$ cat src/hw/rtl/bb3_pkg.sv
package bb3_pkg;

  // Input kinds carried on s_tuser.
  localparam logic OP_PIXEL = 1'b0;
  localparam logic OP_DRAIN = 1'b1;

  // Configuration register indexes.
  localparam logic REG_FRAME_WIDTH  = 1'b0;
  localparam logic REG_FRAME_HEIGHT = 1'b1;

  localparam int CFG_DATA_W = 11;
  localparam logic [CFG_DATA_W-1:0] WIDTH_RESET  = 11'd800;
  localparam logic [CFG_DATA_W-1:0] HEIGHT_RESET = 11'd600;
  localparam logic [CFG_DATA_W-1:0] MIN_DIM      = 11'd2;
  localparam logic [CFG_DATA_W-1:0] ROW_LIMIT    = 11'd1024;

  localparam logic [7:0] ALPHA_FIXED = 8'hFF;

  // floor(s * 7282 / 2^16) equals floor(s / 9) for every s below 32768.
  localparam int SUM_W     = 12;
  localparam int DIV9_W    = 13;
  localparam int PROD_W    = SUM_W + DIV9_W;
  localparam logic [DIV9_W-1:0] DIV9_MUL = 13'd7282;
  localparam int DIV9_SHIFT = 16;

  localparam int IN_DATA_W  = 24;
  localparam int OUT_DATA_W = 56;
  localparam int OUT_PAD_W  = 4;

  // Output queue.
  localparam int QDEPTH = 4;
  localparam int QAW    = 2;
  localparam int QCW    = 3;

  typedef struct packed {
    logic [7:0] blue;
    logic [7:0] green;
    logic [7:0] red;
  } pix_t;

  typedef struct packed {
    logic [SUM_W-1:0] blue;
    logic [SUM_W-1:0] green;
    logic [SUM_W-1:0] red;
  } sum_t;

  typedef struct packed {
    logic       last;
    logic [9:0] row;
    logic [9:0] column;
  } tag_t;

  // Per-item control handed from the front end to the window stage.
  typedef struct packed {
    logic       have;
    logic [2:0] rmask;
    logic [2:0] cmask;
    tag_t       tag;
  } ctl_t;

  typedef struct packed {
    tag_t       tag;
    logic [7:0] blue;
    logic [7:0] green;
    logic [7:0] red;
  } entry_t;

endpackage

$ cat src/hw/rtl/bb3_win.sv
module bb3_win (
  input  logic          clk,
  input  logic          rst,
  input  logic          in_valid,
  input  bb3_pkg::pix_t top,
  input  bb3_pkg::pix_t mid,
  input  bb3_pkg::pix_t pix,
  input  bb3_pkg::ctl_t ctl,
  output logic          out_valid,
  output bb3_pkg::sum_t out_sum,
  output bb3_pkg::tag_t out_tag
);

  bb3_pkg::pix_t win      [9];
  bb3_pkg::pix_t win_next [9];
  bb3_pkg::sum_t sum;

  // Columns shift left; the newest column comes from the two line reads and the pixel.
  always_comb begin
    for (int r = 0; r < 3; r++) begin
      win_next[r*3]     = win[r*3+1];
      win_next[r*3+1]   = win[r*3+2];
    end
    win_next[2] = top;
    win_next[5] = mid;
    win_next[8] = pix;
  end

  // Neighbours outside the frame are masked off and count as zero.
  always_comb begin
    sum = '0;
    for (int r = 0; r < 3; r++) begin
      for (int c = 0; c < 3; c++) begin
        if (ctl.rmask[r] && ctl.cmask[c]) begin
          sum.red   = sum.red   + bb3_pkg::SUM_W'(win_next[r*3+c].red);
          sum.green = sum.green + bb3_pkg::SUM_W'(win_next[r*3+c].green);
          sum.blue  = sum.blue  + bb3_pkg::SUM_W'(win_next[r*3+c].blue);
        end
      end
    end
  end

  always_ff @(posedge clk) begin
    if (rst) begin
      for (int i = 0; i < 9; i++) begin
        win[i] <= '0;
      end
      out_valid <= 1'b0;
    end else begin
      if (in_valid) begin
        for (int i = 0; i < 9; i++) begin
          win[i] <= win_next[i];
        end
      end
      out_valid <= in_valid && ctl.have;
    end
  end

  always_ff @(posedge clk) begin
    out_sum <= sum;
    out_tag <= ctl.tag;
  end

endmodule

$ cat config.mk
export PLATFORM = sky130hd
export DESIGN_NAME = bb3_win
export DESIGN_NICKNAME = d
export VERILOG_FILES = /design/src/hw/rtl/bb3_pkg.sv /design/src/hw/rtl/bb3_win.sv
export SDC_FILE = /design/constraint.sdc
export NUM_CORES = 1
export LEC_CHECK = 0
export BUFFER_PORTS_ARGS = -buffer_cell sky130_fd_sc_hd__buf_2
export CAP_MARGIN = 5
export CORE_MARGIN = 1.5
export CORE_UTILIZATION = 55
export DETAILED_ROUTE_END_ITERATION = 16
export PLACE_DENSITY = 0.74
export SETUP_SLACK_MARGIN = 0.3
export SYNTH_ARGS = -nofsm -noshare
export SYNTH_HDL_FRONTEND = slang
export SYNTH_SLANG_ARGS = --single-unit
$ cat constraint.sdc
create_clock -name clk -period 12.1 [get_ports clk]
set_input_delay 1.815 -clock clk [delete_from_list [all_inputs] [get_ports clk]]
set_output_delay 1.815 -clock clk [all_outputs]
set_load 0.03 [all_outputs]
; After elaboration in Yosys (flattened, before gate mapping)
; Memory sizes are Yosys's and may differ from the RTL's.
; Cells that the tools add are included.
[op_classes]
reduce_logical = 10
mux = 23
bitwise = 9
n_addsub = 24
[op_table]
columns = cell, n
row1 = $add A12 B8 Y12, 24
row2 = $mux W36, 8
row3 = $mux W24, 9
row4 = $mux W32, 1
row5 = $logic_and A1 B1 Y1, 10
row6 = $or A1 B1 Y1, 9
row7 = $mux W1, 5
[totals]
memories = 1
in_bits = 103
elab_cells = 74
mem_bits_rw = 216
reg_bits = 58
[mem_list]
columns = memory, words, word_bits, rd, rd_ports_with_merged_regs, wr, line_no
row1 = win, 9, 24, 6, 0, 9, bb3_win.sv:14  ; bb3_pkg::pix_t win [9];

; Logic depth before layout (Yosys ltp)
[logic_depth]
word_depth = 18
depth_mapped = 58

; Worst setup path before layout
; OpenSTA, ideal clock, no wires.
[synth_timing]
path_kind = input to register
from = input ctl[21] in the netlist's numbering
to = register out_sum[23] in the netlist's numbering
arrival_time_ns = 10.771
setup_ns = 0.114
cell_stages = 43
t_required_ns = 11.986
path_slack_ns = 1.215
path_buffers = 3
path_cell_list = clkbuf_1 > clkbuf_1 > clkbuf_1 > and3_1 > ha_1 > inv_1 > fa_1 > a2bb2oi_1 > nor2b_1 > fa_1 > a211oi_1 > nor2_4 > o31ai_1 > ha_1 > or3b_2 > a22o_1 > ha_1 > o21ai_1 > [7 not listed] > a21o_1 > ha_1 > o21a_1 > o21ai_0 > or2b_2 > a21oi_1 > xnor2_1 > mux2_2 > ha_1 > a21oi_1 > nor2_1 > nand3_1 > mux2_1 > a211o_2 > or3b_1 > a2111oi_2 > or3_1 > a21bo_1
[synth_lines]
columns = element, line_no
row1 = start: declaration, bb3_win.sv:8  ; input bb3_pkg::ctl_t ctl,
row2 = end signal: assignment, bb3_win.sv:60  ; out_sum <= sum;
row3 = end: declaration, bb3_win.sv:10  ; output bb3_pkg::sum_t out_sum,

==> impl_metrics.yaml <==
grt:
  overflow: 0
  antenna_found_initial: 1
  grt_pass1_vias: 14800
  grt_pass1_wl_um: 71000
  track_usage_pct: 25.3
  grt_max_degree: 134
critical_path:
  start_kind: "primary input"
  required_ns: 12.56
  arrival_ns: 11.49
  cp_max_fo: 26
  cp-end-kind: "register"
  slowest_stage: "fa_1"
  crit_type: "primary input to register"
  crit_family: "compound AO/OA/AOI/OAI gates"
  slowest_delay_ns: 0.48
  cp_num_buf_inv: 3
  crit_path_frequent_cell: "ha_1"
yosys:
  syn_area_sq_um: 18400
  synth_edf_count: 144
  syn_avg_cell_area_sq_um: 9.06
  synth_warnings: 0
  synth_fp_nets: 2345
  synthFlopType: "edfxtp_1"
  synth-async-reset-ratio_pct: 0
  syn_inst: 2026
  ys_seq_area_share_pct: 29.9
  ys_types: 111
  ys_seq_elements: 202
clock_tree:
  cts_tree: "built"
  post_cts_buffers: 0
  insertion_delay_ns: 0.57
  post_cts_resized: 0
  h-tree-depth: 1
  clkSlewWorstSetupHoldPaths_ns: 0.06
  clock-sinks: 202
  clock-root-buffer: "clkbuf_16"
  cts-hold-fix-buffers: 0
  cts.path.max_buffers: 3
  cts_inserted_buffers: 26
die:
  io_pins: 161
  die_w_um: 186
  rows: 66
  die_h_um: 186
  start_util_pct: 56.2
  core-area_sq_um: 32700
  dieArea_sq_um: 34500
timing:
  timing.final.crit_period_ns: 11.03
  relSlewSlack_pct: 21.9
  finalSetupTns_ns: 0
  clock.fmax_mhz: 90.7
  hold_viol_final: 0
  setup_viol: 0
  setup_ws_ns: 1.07
  holdWs_ns: 0.555
  worst_pin_slew_ns: 1.17
  final.setup_skew_ns: 0.0248
  slew_violations: 0
  rsz0062_at_grt: "no"
  period_share_pct: 91.1
pwr:
  switching_share_pct: 37.3
  combPwrFrac_pct: 40.9
  leakage_uw: 0.00909
  p_total_uw: 2700
  p_int_uw: 1690
  switching_power_uw: 1010
  clockPowerShare_pct: 27.5
  power_frac_seq_pct: 31.6
  ir_drop_v: 0.000152
  power_density_nw_per_um2: 132
route:
  firstDrtPassIters: 6
  drt-total-wl_um: 43300
  ant_nets: 0
  vias_per_cell: 5.84
  drc: 0
  wl_per_cell_um: 16.5
  vias: 15400
  drt_first_iter_violations: 1074
placed_design:
  dpl.hpwl_um: 32600
  routabilityCongestion: 0.890
  place_ws_ns: 0.606
  port_buffers: 160
run_status:
  status: "complete, no violations"
finish:
  syn_to_final_growth_pct: 11.2
  final_nets: 2488
  drive_above_1_share_pct: 15.2
  final_util_pct: 62.4
hold_path:
  hp-class: "register to register"
flow_run:
  maxCapViolations: 0
-- through the flow --
| step | instance area (sq um) | cells |
|---|---|---|
| after floorplan | 18400 | 2026 |
| after global placement | 19600 | 2583 |
| after detailed placement | 19600 | 2583 |
| after CTS | 20400 | 2630 |
| after global routing | 20400 | 2631 |
| final | 20400 | 2631 |
-- layout make-up --
cell class	count	area, sq um
Sequential cell	202	5490
Clock buffer	28	668
Tap cell	442	553
Antenna cell	1	2.50
Fill cell	2762	12300
Clock inverter	19	148
Inverter	124	465
Timing Repair Buffer	177	928
Multi-Input combinational cell	1638	12200
-- cell usage in the layout, fill, tap and decap left out, types with 6 or more instances in the layout --
| cell type | instances |
|---|---|
| o21bai_1 | 22 |
| edfxtp_1 | 144 |
| clkbuf_16 | 26 |
| mux2_2 | 48 |
| or2_2 | 12 |
| o31a_1 | 11 |
| fa_1 | 24 |
| buf_2 | 160 |
| buf_4 | 17 |
| nand2b_1 | 20 |
| a211oi_1 | 34 |
| xnor2_1 | 78 |
| or3_1 | 11 |
| a21o_1 | 43 |
| xor2_1 | 38 |
| o21ai_0 | 139 |
| nand3_1 | 19 |
| xnor2_2 | 9 |
| dfxtp_1 | 58 |
| a21oi_1 | 129 |
| nor2_1 | 155 |
| a21boi_0 | 7 |
| a22oi_1 | 6 |
| ha_1 | 192 |
| nand2_1 | 124 |
| o21a_1 | 59 |
| mux2i_1 | 18 |
| a2bb2oi_1 | 6 |
| nor3_1 | 31 |
| inv_1 | 124 |
| and3_1 | 27 |
| a31oi_1 | 11 |
| and2_1 | 165 |
| nor2b_1 | 44 |
| a211o_1 | 13 |
| o31ai_1 | 17 |
-- cells in the mapped netlist (all sizes together) (49+ instances only) --
cell	instances	area, sq um
edfxtp	144	4320
clkbuf	55	226
nor2	157	599
nand2	124	465
o21ai	144	732
xnor2	89	885
mux2	49	552
ha	192	2400
dfxtp	58	1160
inv	124	465
a21oi	129	646
and2	168	1050
o21a	60	458
-- path summary, 6_finish.rpt --
path | startpoint | endpoint | slack, ns | cells past startpoint
setup / recovery | ctl[24] | out_sum[23] | 1.07 | 41
hold / removal | win[5][8] | win[4][8] | 0.56 | 1
setup reg to reg | win[1][8] | out_sum[23] | 2.41 | 40
hold reg to reg | win[5][8] | win[4][8] | 0.56 | 1
-- layer usage --
layer,vias up,share of wire [%],GRT usage [%]
met5,-,0,0
met2,481,45,41.9
met3,88,5.7,3.74
li1,7602,-,-
met4,0,3.1,8.42
met1,7198,46,33.8
-- registers in the layout (all words and copies together) (netlist names) --
register / cells
win: 144
out_tag: 21
out_sum: 36
out_valid: 1
-- logic make-up after synthesis --
group / Yosys count / synth area share, %
AND/OR/NAND/NOR: 651 / 18.5
AO/OA/AOI/OAI: 576 / 21.2
adder cells (fa/ha/maj): 216 / 15.7
flip-flops: 202 / 29.9
buffers and inverters: 186 / 3.94
XOR/XNOR: 128 / 6.78
multiplexers: 67 / 3.99
-- power by group through the flow --
stage          clock network [uW]  logic (uW)  registers (uW)
6_report                      742        1100             852
5_1_grt                       779        1230             859
4_1_cts                       755        1100             852
3_5_place_dp                    0        1090             863
3_3_place_gp                    0        1040             862
2_1_floorplan                   0         768             941
(Power assumes the default switching activity.)
