### src/hw/rtl/bb3_pkg.sv
package bb3_pkg;

  // Input kinds carried on s_tuser.
  localparam logic OP_PIXEL = 1'b0;
  localparam logic OP_DRAIN = 1'b1;

  // Configuration register indexes.
  localparam logic REG_FRAME_WIDTH  = 1'b0;
  localparam logic REG_FRAME_HEIGHT = 1'b1;

  localparam int CFG_DATA_W = 11;
  localparam logic [CFG_DATA_W-1:0] WIDTH_RESET  = 11'd800;
  localparam logic [CFG_DATA_W-1:0] HEIGHT_RESET = 11'd600;
  localparam logic [CFG_DATA_W-1:0] MIN_DIM      = 11'd2;
  localparam logic [CFG_DATA_W-1:0] ROW_LIMIT    = 11'd1024;

  localparam logic [7:0] ALPHA_FIXED = 8'hFF;

  // floor(s * 7282 / 2^16) equals floor(s / 9) for every s below 32768.
  localparam int SUM_W     = 12;
  localparam int DIV9_W    = 13;
  localparam int PROD_W    = SUM_W + DIV9_W;
  localparam logic [DIV9_W-1:0] DIV9_MUL = 13'd7282;
  localparam int DIV9_SHIFT = 16;

  localparam int IN_DATA_W  = 24;
  localparam int OUT_DATA_W = 56;
  localparam int OUT_PAD_W  = 4;

  // Output queue.
  localparam int QDEPTH = 4;
  localparam int QAW    = 2;
  localparam int QCW    = 3;

  typedef struct packed {
    logic [7:0] blue;
    logic [7:0] green;
    logic [7:0] red;
  } pix_t;

  typedef struct packed {
    logic [SUM_W-1:0] blue;
    logic [SUM_W-1:0] green;
    logic [SUM_W-1:0] red;
  } sum_t;

  typedef struct packed {
    logic       last;
    logic [9:0] row;
    logic [9:0] column;
  } tag_t;

  // Per-item control handed from the front end to the window stage.
  typedef struct packed {
    logic       have;
    logic [2:0] rmask;
    logic [2:0] cmask;
    tag_t       tag;
  } ctl_t;

  typedef struct packed {
    tag_t       tag;
    logic [7:0] blue;
    logic [7:0] green;
    logic [7:0] red;
  } entry_t;

endpackage

### src/hw/rtl/bb3_outq.sv
module bb3_outq (
  input  logic                               clk,
  input  logic                               rst,
  input  logic                               in_valid,
  input  bb3_pkg::sum_t                      in_sum,
  input  bb3_pkg::tag_t                      in_tag,
  output logic                               m_tvalid,
  input  logic                               m_tready,
  output logic [bb3_pkg::OUT_DATA_W-1:0]     m_tdata,
  output logic                               m_tlast,
  output logic [bb3_pkg::QCW-1:0]            count
);

  bb3_pkg::entry_t            q [bb3_pkg::QDEPTH];
  bb3_pkg::entry_t            entry;
  bb3_pkg::entry_t            head;
  logic [bb3_pkg::PROD_W-1:0] prod_r;
  logic [bb3_pkg::PROD_W-1:0] prod_g;
  logic [bb3_pkg::PROD_W-1:0] prod_b;
  logic [bb3_pkg::QAW-1:0]    wptr;
  logic [bb3_pkg::QAW-1:0]    rptr;
  logic                       push;
  logic                       pop;

  // Divide by nine as a multiply by the scaled reciprocal.
  assign prod_r = bb3_pkg::PROD_W'(in_sum.red)   * bb3_pkg::PROD_W'(bb3_pkg::DIV9_MUL);
  assign prod_g = bb3_pkg::PROD_W'(in_sum.green) * bb3_pkg::PROD_W'(bb3_pkg::DIV9_MUL);
  assign prod_b = bb3_pkg::PROD_W'(in_sum.blue)  * bb3_pkg::PROD_W'(bb3_pkg::DIV9_MUL);

  always_comb begin
    entry.tag   = in_tag;
    entry.red   = prod_r[bb3_pkg::DIV9_SHIFT +: 8];
    entry.green = prod_g[bb3_pkg::DIV9_SHIFT +: 8];
    entry.blue  = prod_b[bb3_pkg::DIV9_SHIFT +: 8];
  end

  assign push     = in_valid;
  assign pop      = m_tvalid && m_tready;
  assign m_tvalid = (count != '0);
  assign head     = q[rptr];
  assign m_tdata  = {{bb3_pkg::OUT_PAD_W{1'b0}}, head.tag.row, head.tag.column,
                     bb3_pkg::ALPHA_FIXED, head.blue, head.green, head.red};
  assign m_tlast  = head.tag.last;

  // The front end admits an item only while a slot is reserved for it.
  always_ff @(posedge clk) begin
    if (rst) begin
      wptr  <= '0;
      rptr  <= '0;
      count <= '0;
    end else begin
      if (push) begin
        wptr <= wptr + 1'b1;
      end
      if (pop) begin
        rptr <= rptr + 1'b1;
      end
      count <= count + bb3_pkg::QCW'(push) - bb3_pkg::QCW'(pop);
    end
  end

  always_ff @(posedge clk) begin
    if (push) begin
      q[wptr] <= entry;
    end
  end

endmodule

### config.mk
export PLATFORM = sky130hd
export DESIGN_NAME = bb3_outq
export DESIGN_NICKNAME = d
export VERILOG_FILES = /design/src/hw/rtl/bb3_pkg.sv /design/src/hw/rtl/bb3_outq.sv
export SDC_FILE = /design/constraint.sdc
export NUM_CORES = 1
export LEC_CHECK = 0
export BUFFER_PORTS_ARGS = -buffer_cell sky130_fd_sc_hd__buf_4
export CORE_MARGIN = 1.5
export CORE_UTILIZATION = 45
export DETAILED_ROUTE_END_ITERATION = 7
export GPL_TIMING_DRIVEN = 1
export PLACE_DENSITY = 0.68
export SYNTH_ARGS = -nofsm -noshare
export SYNTH_HDL_FRONTEND = slang
export SYNTH_SLANG_ARGS = --single-unit
### constraint.sdc
create_clock -name clk -period 9.07 [get_ports clk]
set_input_delay 0.4535 -clock clk [delete_from_list [all_inputs] [get_ports clk]]
set_output_delay 0.4535 -clock clk [all_outputs]
set_load 0.01 [all_outputs]
# Word-level counts from Yosys, hierarchy flattened
# Memories as Yosys holds them, arrays and structs flattened. A register that Yosys moved wholly into a read port is not among the register bits.
# Cells that the tools add are included.
# W data, S select, Z words.
[word_totals] regBits=7 ramBits=180 inputBits=61 output_inout_bits=61 wordCells=17 memories=1
[mem_list] memory="q" depth=4 width=45 rd=1 rd_clocked_by_memory_dff=1 wr=1 line_no="bb3_outq.sv:14" rtl="bb3_pkg::entry_t q [bb3_pkg::QDEPTH];"
[classes] n_addsub=4 multipliers=3 mux=4 reduce_logical=2
[ops] cell="$mul A12 B12 Y23 const B" n=3
[ops] cell="$add A2 B1 Y2 const B" n=2
[ops] cell="$mux W2" n=2
[ops] cell="$add A3 B1 Y3" n=1
[ops] cell="$reduce_bool A3 Y1" n=1
[ops] cell="$sub A3 B1 Y3" n=1
[ops] cell="$mux W1" n=2
[ops] cell="$logic_and A1 B1 Y1" n=1

# Depth between registers and ports, before layout
# Gate-level depths: netlist (run 1).
[depth] word_depth=4 ltp_mapped=18 ltp_nobuf=18

# Least setup slack after synthesis (run 1)
# OpenSTA, ideal clock, no wires.
[synth_path] path_type="input-to-reg" startpoint="in in_sum[13] (netlist name)" endpoint="mem q[0][8] (netlist name) (data pin)" setup_ps=277 arrival_ps=4243 required_ps=8793 setup_slack_ps=4550 stages=16 path_buffers=0 cell_sequence="fa_1 > ha_1 > inv_1 > fa_1 > inv_1 > fa_1 > inv_1 > fa_1 > inv_1 > ha_1 > a21o_1 > a21oi_1 > nand2b_1 > a21o_1 > a31oi_1 > xnor2_1"
[synth_via] elab_chain_cells=1
[synth_rtl] element="start: declaration" line_no="bb3_outq.sv:5" rtl="input bb3_pkg::sum_t in_sum,"
[synth_rtl] element="$mul A12 B12 Y23" line_no="bb3_outq.sv:27" rtl="assign prod_g = bb3_pkg::PROD_W'(in_sum.green) * bb3_pkg::PROD_W'(bb3_pkg::DIV9_MUL);"
[synth_rtl] element="via prod_g, one bit" line_no="bb3_outq.sv:18" rtl="logic [bb3_pkg::PROD_W-1:0] prod_g;"
[synth_rtl] element="end: declaration" line_no="bb3_outq.sv:14"
# The timed path passes the listed nets, and every way through them passes these cells.

# Final worst setup path (run 1)
[layout_path] startpoint="in in_sum[13] (netlist name)" endpoint="mem q[1][8] (netlist name) (data pin)"
# Same word-level chain as after synthesis.

==> flow_summary_export.csv, run 1 <==
group,metric,value,unit
critical_path,r2r_start,"count[1]",
final_layout,final_cells,1513,
final_layout,drive_gt1_share,17.7,%
critical_path,critPathCaptureType,"register",
route,drc,0,
synthesis,synth_enable_flop_cells,180,
route,drt_wl_total,24700,um
critical_path,required,9270,ps
synthesis,synth_flop_cell,"edfxtp_1",
synthesis,async_flop_share,0,%
timing,max_freq,220,MHz
critical_path,worstSetupPathType,"input port to register",
synthesis,synth_cells,992,
grt,grt_overflow,0,
timing,hold_viol_final,0,
grt,grt_pass1_wl,40600,um
final_layout,num-fill-cells,2576,
die,fp.dieH,176,um
worst_hold_path,min_path_cells,1,
die,design.die.area,0.0308,mm2
synthesis,synthDistinctLibCells,51,
timing,min_period,4540,ps
critical_path,r2r_end,"count[2]",
synthesis,synth_top_area_share,40.3,%
clocking,cts.sinks,189,
synthesis,syn_avg_cell_area,13.5,um2
power_and_ir_drop,power_density,312,mW/mm2
final_layout,nets,1464,
die,core,0.0295,mm2
synthesis,synthTopCellsByArea,"edfxtp_1 (40%), ha_1 (19%), fa_1 (13%)",
timing,worst_pin_slew,939,ps
die,rows,63,
route,wl_met3,835,um
clocking,tritoncts,"yes",
clocking,cts_root_buffer,"clkbuf_16",
timing,relSlewSlack,37.4,%
route,wl_met2,12100,um
run,max-cap-violations,0,
worst_hold_path,hold_start,"in_tag[12]",
power_and_ir_drop,ir_drop,0.000145,V
route,detail-route-antenna-nets,0,
timing,period_share,50.1,%
timing,setup_viol,0,
critical_path,critPathTopFamily,"adder cells",
grt,gr-usage-all-layers,16.8,%
final_layout,post-route-util,51.5,%
clocking,cts.path.max_buffers,2,
route,drtPass1Iterations,4,
timing,rsz0062_at_grt,"false",
power_and_ir_drop,power_leakage,6.82,nW
critical_path,path_cells,"buf_4 > fa_1 > ha_1 > inv_1 > fa_1 > inv_1 > fa_1 > inv_1 > fa_1 > inv_1 > ha_1 > a21o_1 > a21oi_1 > nand2b_1 > a21o_1 > a31oi_1 > xnor2_1",
clocking,clk_pin_slew_worst_paths,70,ps
critical_path,arrival,4740,ps
critical_path,path_buf_inv,5,
place,place.gp.congestion,0.827,
critical_path,cpPeakStageDelay,530,ps
place,dp.cells,1481,
clocking,postCtsHoldBufs,0,
critical_path,worst_setup_path_start_kind,"input port",
clocking,cts_buffers,17,
grt,grt_pass1_vias,8117,
timing,finClkSkew,7.36,ps
route,vias,7665,
die,die_w,176,um
route,viasPerCell,5.07,
critical_path,path_max_fanout,5,
route,wl_met1,11500,um
synthesis,synth_area,0.0134,mm2
place,portBuffers,109,
timing,setup_tns,0,ps
synthesis,ys_warn_count,0,
timing,drv_slew,0,
synthesis,yosysTopAreaCell,"edfxtp_1",
timing,hold_ws,236,ps
critical_path,reg2reg_slack,6770,ps
place,dpl.hpwl,19300,um
route,first_iter_violations,365,
worst_hold_path,hold_end,"q[3][36]",
critical_path,worst-r2r-cell-count,10,
synthesis,seq_area_frac_synth,41.7,%
synthesis,ys_ff_latch,189,
worst_hold_path,worstHoldPathType,"input port to register",
grt,grt_max_degree,46,
final_layout,num_antenna_cells,0,
route,dr.max_layer_used,"met4",
die,ios,122,
clocking,clock_latency,420,ps
clocking,cts_resized,0,
outcome,status,"completed",
die,start_util,45.5,%
grt,antenna_found_initial,0,
clocking,htreeDepth,4,
route,wl_per_cell,16.3,um
critical_path,slowest_stage,"fa_1",
clocking,cts_setup_buffers,0,
final_layout,syn_to_final_growth,13.2,%
## layer usage
metal	vias to the layer above	GRT usage, %
met3	13	2.38
met4	0	3.35
met5	-	0
li1	3708	-
met2	146	28.9
met1	3798	22.8
## registers in the layout (all words and copies together), names as in the netlist, named ones only
register	count
count	3
wptr	2
q	180
rptr	2
## cell usage after synthesis (3+ instances only)
| cell type | number |
|---|---|
| inv_1 | 199 |
| nand2b_1 | 4 |
| xnor2_1 | 27 |
| nand4_1 | 12 |
| nor3_1 | 4 |
| nand3_1 | 7 |
| a21oi_1 | 30 |
| nor2_1 | 23 |
| o21ai_1 | 9 |
| ha_1 | 205 |
| nand2_1 | 20 |
| clkbuf_1 | 9 |
| edfxtp_1 | 180 |
| and2_1 | 5 |
| xor2_1 | 15 |
| buf_4 | 16 |
| dfxtp_1 | 9 |
| nor2b_1 | 5 |
| a31oi_1 | 7 |
| o21ai_0 | 6 |
| a211oi_1 | 4 |
| a221oi_1 | 3 |
| o211ai_1 | 3 |
| mux4_2 | 45 |
| and3_1 | 3 |
| a21o_1 | 21 |
| o21bai_1 | 3 |
| fa_1 | 88 |
| o21a_1 | 3 |
## final cells by class
class	count	area, um2	area share (%)
inverters	199	747	4.92
flip-flops and latches	189	5590	36.8
multi-input cells	589	6960	45.9
well taps	390	488	3.22
repair buffers	114	856	5.64
clock inverters	10	91.3	0.602
clock buffers	22	444	2.93
## metrics by stage
stage | total power, W | worst slack, ps | cell area, um2
after floorplan | 0.00332 | 4550 | 13400
final | 0.00473 | 4530 | 15200
after CTS | 0.00478 | 4480 | 15200
after global routing | 0.00515 | 4270 | 15200
after detailed placement | 0.00409 | 4050 | 14600
after global placement | 0.00402 | 4160 | 14600
## worst reg2reg max path, delay by kind of cell, from the launching register on
family / cells / cell delay [ps]
XOR/XNOR: 2 / 320
buffers and inverters: 2 / 90
flip-flops: 1 / 360
adder cells (fa/ha/maj): 3 / 770
AND/OR/NAND/NOR: 3 / 640
## kinds of logic after synthesis
| family | count (synthesis) | share of synthesized area, % |
|---|---|---|
| flip-flops | 189 | 41.7 |
| adder cells (fa/ha/maj) | 293 | 32.3 |
| AO/OA/AOI/OAI | 107 | 5.58 |
| multiplexers | 46 | 7.64 |
| buffers and inverters | 224 | 6.72 |
| XOR/XNOR | 42 | 2.74 |
| AND/OR/NAND/NOR | 89 | 3.31 |
| other | 2 | 0.0560 |
## worst max path at each step
stage / slack, ps / end / start / cells after the start
6_report: 4530 / q[1][8] / in_sum[13] / 17
5_1_grt: 4270 / q[1][4] / in_sum[1] / 19
4_1_cts: 4480 / q[0][4] / in_sum[1] / 19
3_5_place_dp: 4050 / q[1][4] / in_sum[1] / 19
3_3_place_gp: 4160 / q[0][4] / in_sum[1] / 19
2_1_floorplan: 4550 / q[0][8] / in_sum[13] / 16
## report_power, final
part	total [W]	internal, W	switching, W	leakage (nW)
clock	0.000674	0.000378	0.000297	0.251
combinational	0.00263	0.00115	0.00148	4.84
sequential	0.00143	0.00134	0.0000851	1.73
## layout by cell type, fill, tap and decap left out, types with 9 or more instances in the layout
master     netlist  layout
ha_1           205     205
inv_1          199     199
edfxtp_1       180     180
buf_4           16     114
fa_1            88      88
mux4_2          45      45
a21oi_1         30      30
xnor2_1         27      27
nor2_1          23      23
a21o_1          21      21
nand2_1         20      20
clkbuf_16        0      17
xor2_1          15      15
nand4_1         12      12
conb_1           2      12
o21ai_1          9       9
Note: power is estimated with default switching activity, not from simulation.
==> run 2, diff against run 1 <==
- PLACE_DENSITY: 0.68 -> 0.71
- clock period: 9.07 -> 4.15 ns (I/O delays scaled with it)
==> run 2 against run 1 <==
  * Global-route usage rose by 0.79 points
  * Routed wire length increased by 5.0%
  * Highest routed layer unchanged
  * Setup slack lost 4400 ps
  * Largest cell class unchanged
==> flow_summary_export.csv, run 2 (synthesis gave the netlist of run 1 again) <==
group,metric,value,unit
worst_hold_path,worstHoldPathType,"input port to register",
grt,gr-usage-all-layers,17.6,%
critical_path,arrival,4230,ps
route,detail-route-antenna-nets,0,
route,drt_wl_total,25900,um
clocking,htreeDepth,4,
final_layout,post-route-util,55.8,%
die,fp.dieH,176,um
die,ios,122,
clocking,clock_latency,420,ps
final_layout,final_common_cell,"buf_4",
die,core,0.0295,mm2
critical_path,path_buf_inv,7,
place,dpl.hpwl,20300,um
power_and_ir_drop,power_density,696,mW/mm2
die,design.die.area,0.0308,mm2
final_layout,syn_to_final_growth,22.8,%
final_layout,final_cell_mix,"buf_4 (214), ha_1 (198), inv_1 (186)",
route,drtPass1Iterations,4,
critical_path,slowest_stage,"fa_1",
grt,grt_pass1_vias,8678,
timing,relSlewSlack,37.4,%
critical_path,worstSetupPathType,"input port to register",
timing,period_share,98.1,%
critical_path,critPathCaptureType,"register",
grt,antenna_found_initial,0,
grt,grt_pass1_wl,42500,um
final_layout,reg_top3,"q (180), count (3)",
timing,rsz0062_at_grt,"true",
route,viasPerCell,4.95,
final_layout,final_cells,1637,
timing,min_period,4070,ps
outcome,status,"completed",
critical_path,path_cells,"buf_8 > inv_4 > fa_1 > inv_2 > ha_4 > inv_4 > fa_1 > inv_2 > fa_1 > inv_2 > fa_1 > inv_2 > ha_4 > o21a_1 > o211ai_1 > a31o_1 > a21oi_4 > a31oi_4 > xnor2_2",
timing,hold_viol_final,0,
critical_path,required,4310,ps
grt,grt_overflow,0,
route,first_iter_violations,292,
clocking,cts.sinks,189,
critical_path,path_max_fanout,5,
clocking,tritoncts,"yes",
die,die_w,176,um
final_layout,largest_reg_flops,180,
final_layout,largest_register,"q",
timing,max_freq,246,MHz
final_layout,num-fill-cells,2435,
place,placed_area,0.0154,mm2
final_layout,num_antenna_cells,0,
power_and_ir_drop,ir_drop,0.000330,V
final_layout,design_area,0.0165,mm2
route,drc,0,
final_layout,drive_gt1_share,27.8,%
die,rows,63,
critical_path,critPathTopFamily,"adder cells",
final_layout,nets,1588,
critical_path,worst_setup_path_start_kind,"input port",
timing,setup_viol,0,
timing,hold_ws,91.2,ps
clocking,cts_root_buffer,"clkbuf_16",
route,vias,8109,
place,dp.cells,1582,
timing,drv_slew,0,
route,wl_per_cell,15.8,um
power_and_ir_drop,power_leakage,7.49,nW
grt,grt_max_degree,46,
timing,worst_pin_slew,939,ps
power_and_ir_drop,p_total,0.0115,W
run,max-cap-violations,0,
place,place.gp.congestion,0.840,
clocking,clk_pin_slew_worst_paths,60,ps
timing,finClkSkew,6.82,ps
die,start_util,45.5,%
place,portBuffers,109,
clocking,cts_buffers,17,
clocking,cts.path.max_buffers,2,
critical_path,cpPeakStageDelay,550,ps
run 2: what timing repair did:
item	CTS	global route
gates resized for setup	0	46
endpoints found under the setup margin	0	60
buffers inserted	0	1
hold buffers	22	0
endpoints found under the hold margin	90	0
run 2: tightest hold or removal path: stages:
cell and delay [ps]:
buf_4 120, xnor2_1 70, nor2_1 70
run 2: layout make-up:
type	count	area [um2]	area share, %
Clock inverter	13	138	0.836
Clock buffer	19	433	2.63
Multi-Input combinational cell	589	7200	43.8
Tap cell	390	488	2.96
Sequential cell	189	5590	34.0
Timing Repair Buffer	238	1850	11.3
Inverter	199	754	4.58
run 2: final timing paths:
path / cells after the start / start / slack, ps / end
setup / recovery: 19 / in_sum[9] / 80 / q[1][5]
hold reg to reg: 2 / rptr[1] / 530 / register
hold / removal: 3 / in_valid / 90 / wptr[0]
setup reg to reg: 10 / count[1] / 1860 / count[2]
run 2: metal layers:
metal / vias up / share of wire [%] / GRT usage (%)
met5: - / 0 / 0
met4: 0 / 0.98 / 4.06
met3: 22 / 3.4 / 2.62
met2: 154 / 50 / 31.1
met1: 3981 / 45 / 22.8
li1: 3952 / - / -
run 2: power breakdown:
part	switching [W]	leakage, nW	internal, W
combinational	0.00353	5.48	0.00325
sequential	0.000186	1.73	0.00293
clock	0.000670	0.276	0.000890
total	0.00439	7.49	0.00706
run 2: metrics by stage:
step           TNS [ps]  setup WS (ps)
6_report              0           78.1
5_1_grt           -1620          -93.8
4_1_cts               0           94.9
3_5_place_dp     -25720           -349
3_3_place_gp     -17160           -280
2_1_floorplan      -196          -35.0
==> run 3, diff against run 2 <==
- ABC_AREA: unset -> 1
- CELL_PAD_IN_SITES_DETAIL_PLACEMENT: unset -> 0
- CELL_PAD_IN_SITES_GLOBAL_PLACEMENT: unset -> 2
- CORE_UTILIZATION: 45 -> 36
- PLACE_DENSITY: 0.71 -> 0.83
==> run 3 against run 2 <==
  * Worst hold slack gained 42 ps
  * Register-to-register slack is essentially flat
  * Core utilization shrank 12 points
  * Setup slack gained 170 ps
  * Area after synthesis grew 6.4%
  * Die area grew 32%
  * Combinational power grew 4.3%
  * Sequential share of layout area shrank 1.3 points
  * Synthesized cell count grew 47%
  * Routed wire length grew 22%
  * Highest routed layer unchanged
==> flow_summary_export.csv, run 3 <==
group,metric,value,unit
outcome,status,"completed",
route,viasPerCell,4.67,
synthesis,post_synth_fa_ha_maj_area_fraction,30.3,%
synthesis,async_flop_share,0,%
synthesis,synthDistinctLibCells,36,
grt,antenna_found_initial,0,
power_and_ir_drop,power.internal,0.00667,W
final_layout,nets,2020,
clocking,cts_buffers,17,
timing,worst_pin_slew,1050,ps
critical_path,path_max_fanout,4,
critical_path,required,4310,ps
clocking,clk_pin_slew_worst_paths,60,ps
grt,grt_max_degree,91,
synthesis,yosysMostFrequentCell,"inv_1",
route,wl_per_cell,14.4,um
die,design.die.area,0.0408,mm2
final_layout,syn_to_final_growth,19.9,%
clocking,clock_latency,420,ps
synthesis,synth-simple-area-share,12.1,%
final_layout,drive_gt1_share,14.7,%
route,first_iter_violations,427,
route,drc,0,
final_layout,design_area,0.0171,mm2
synthesis,synth_flop_cell,"edfxtp_1",
place,placed_area,0.0162,mm2
synthesis,yosysTopAreaCell,"edfxtp_1",
timing,max_freq,256,MHz
power_and_ir_drop,power_leakage,8.26,nW
final_layout,largest_reg_flops,180,
timing,hold_ws,133,ps
synthesis,ys_warn_count,0,
synthesis,synth_top_family_by_area,"adder cells",
timing,period_share,94.1,%
grt,gr-usage-all-layers,16.0,%
grt,grt_overflow,0,
power_and_ir_drop,clkPwrFrac,14.4,%
critical_path,path_cells,"buf_4 > fa_1 > ha_4 > inv_1 > fa_1 > inv_1 > fa_1 > inv_1 > fa_1 > inv_1 > ha_1 > nand2_1 > inv_1 > nand2_1 > inv_1 > nand2_1 > nor3_2 > nor2_1 > nand3_1 > nand2_1",
synthesis,syn_avg_cell_area,9.79,um2
die,start_util,36.7,%
clocking,htreeDepth,4,
synthesis,synth_top_area_share,37.9,%
synthesis,synthTopCellsByArea,"edfxtp_1 (38%), ha_1 (18%), fa_1 (12%)",
final_layout,final_cell_mix,"inv_1 (267), ha_1 (204), nand2_1 (203)",
clocking,cts.path.max_buffers,2,
timing,drv_slew,0,
synthesis,synth-xor-area-share,0.983,%
synthesis,synth_cells,1457,
timing,setup_tns,0,ps
timing,setup_viol,0,
die,fp.dieH,202,um
die,ios,122,
synthesis,seq_area_frac_synth,39.2,%
clocking,cts_root_buffer,"clkbuf_16",
route,drt_wl_total,31600,um
synthesis,synth_enable_flop_cells,180,
synthesis,synth_compound_area_share,8.71,%
route,vias,10200,
synthesis,synth_area,0.0143,mm2
place,dpl.hpwl,24500,um
final_layout,reg_top3,"q (180), count (3)",
power_and_ir_drop,power.switching,0.00500,W
critical_path,critPathCaptureType,"register",
critical_path,worstSetupPathType,"input port to register",
die,die_w,202,um
final_layout,final_cells,2195,
place,portBuffers,109,
route,detail-route-antenna-nets,0,
timing,min_period,3900,ps
critical_path,path_common_cell,"inv_1",
place,dp.cells,2143,
worst_hold_path,worstHoldPathType,"input port to register",
grt,grt_pass1_wl,52400,um
timing,hold_viol_final,0,
final_layout,largest_register,"q",
power_and_ir_drop,seq_power_share,25.1,%
clocking,cts.sinks,189,
power_and_ir_drop,p_comb_share,60.6,%
power_and_ir_drop,ir_drop,0.000296,V
place,place.gp.congestion,0.836,
final_layout,post-route-util,44.0,%
power_and_ir_drop,power_density,683,mW/mm2
critical_path,critPathTopFamily,"adder cells",
critical_path,slowest_stage,"fa_1",
critical_path,cpPeakStageDelay,540,ps
timing,finClkSkew,7.64,ps
synthesis,synthMuxAreaShare,0,%
critical_path,path_buf_inv,7,
timing,relSlewSlack,30.1,%
die,core,0.0388,mm2
final_layout,num_antenna_cells,0,
grt,grt_pass1_vias,10400,
run,max-cap-violations,0,
die,rows,72,
synthesis,synthTopCellsByCount,"inv_1 (271), ha_1 (205), nand2_1 (203)",
final_layout,final_common_cell,"inv_1",
route,drtPass1Iterations,5,
clocking,tritoncts,"yes",
critical_path,worst_setup_path_start_kind,"input port",
critical_path,arrival,4060,ps
synthesis,ys_ff_latch,189,
power_and_ir_drop,switching_share,42.9,%
==> run 3: cell types whose count changed after synthesis, moves of 11 or more <==
| cell | before | now |
|---|---|---|
| nor2_1 | 23 | 148 |
| o22ai_1 | 1 | 45 |
| mux4_2 | 45 | 0 |
| nand2_1 | 20 | 203 |
| a21oi_1 | 30 | 41 |
| xnor2_1 | 27 | 8 |
| inv_1 | 199 | 271 |
| nand3_1 | 7 | 47 |
| o21ai_0 | 6 | 102 |
==> run 3: timing repair <==
item                                    in CTS  in global routing
gates resized for setup                      0                  5
endpoints found under the setup margin       0                 20
setup buffers                                0                  0
endpoints found under the hold margin       86                  0
hold buffers                                22                  0
==> run 3: power by group through the flow <==
| stage | clock network, W | registers (W) | logic, W |
|---|---|---|---|
| floorplan | 0 | 0.00295 | 0.00454 |
| global placement | 0 | 0.00296 | 0.00702 |
| detailed placement | 0 | 0.00297 | 0.00706 |
| CTS | 0.00171 | 0.00293 | 0.00713 |
| global route | 0.00178 | 0.00295 | 0.00816 |
| finish | 0.00168 | 0.00293 | 0.00707 |
==> run 3: area by class of cell <==
type,count,area (um2)
fillers,3730,21700
clock buffers,17,425
flip-flops and latches,189,5590
repair buffers,220,1720
inverters,272,1020
clock inverters,13,188
multi-input cells,966,7500
well taps,518,648
==> run 3: worst paths after layout <==
check	startpoint	to	slack (ps)	cells after the start
setup / recovery	in_sum[13]	q[1][15]	250	20
hold / removal	in_valid	wptr[1]	130	3
setup reg to reg	count[1]	count[2]	1850	11
hold reg to reg	rptr[1]	register	470	2
==> run 3: through the flow <==
stage | power, W | setup WS (ps)
after CTS | 0.0118 | 230
after global routing | 0.0129 | -4.95
final | 0.0117 | 246
after detailed placement | 0.0100 | -217
after global placement | 0.00997 | -199
after floorplan | 0.00749 | 168
==> run 3: kinds of logic (layout without fill, tap and decap cells) <==
group	after synthesis	count (layout)
buffers and inverters	312	522
other	2	12
XOR/XNOR	16	16
flip-flops	189	189
adder cells (fa/ha/maj)	293	293
AND/OR/NAND/NOR	424	424
AO/OA/AOI/OAI	221	221
==> run 3: worst min-delay path, cell delays in order <==
cell	delay [ps]
buf_4	130
inv_1	90
a21oi_1	70
==> run 3: metal layers <==
metal,share of wire [%],routed length (um),GRT usage (%)
met1,49,15600,22.0
met2,46,14700,27.1
met3,3.7,1170,2.13
met4,0.52,163,2.72
met5,0,0,0
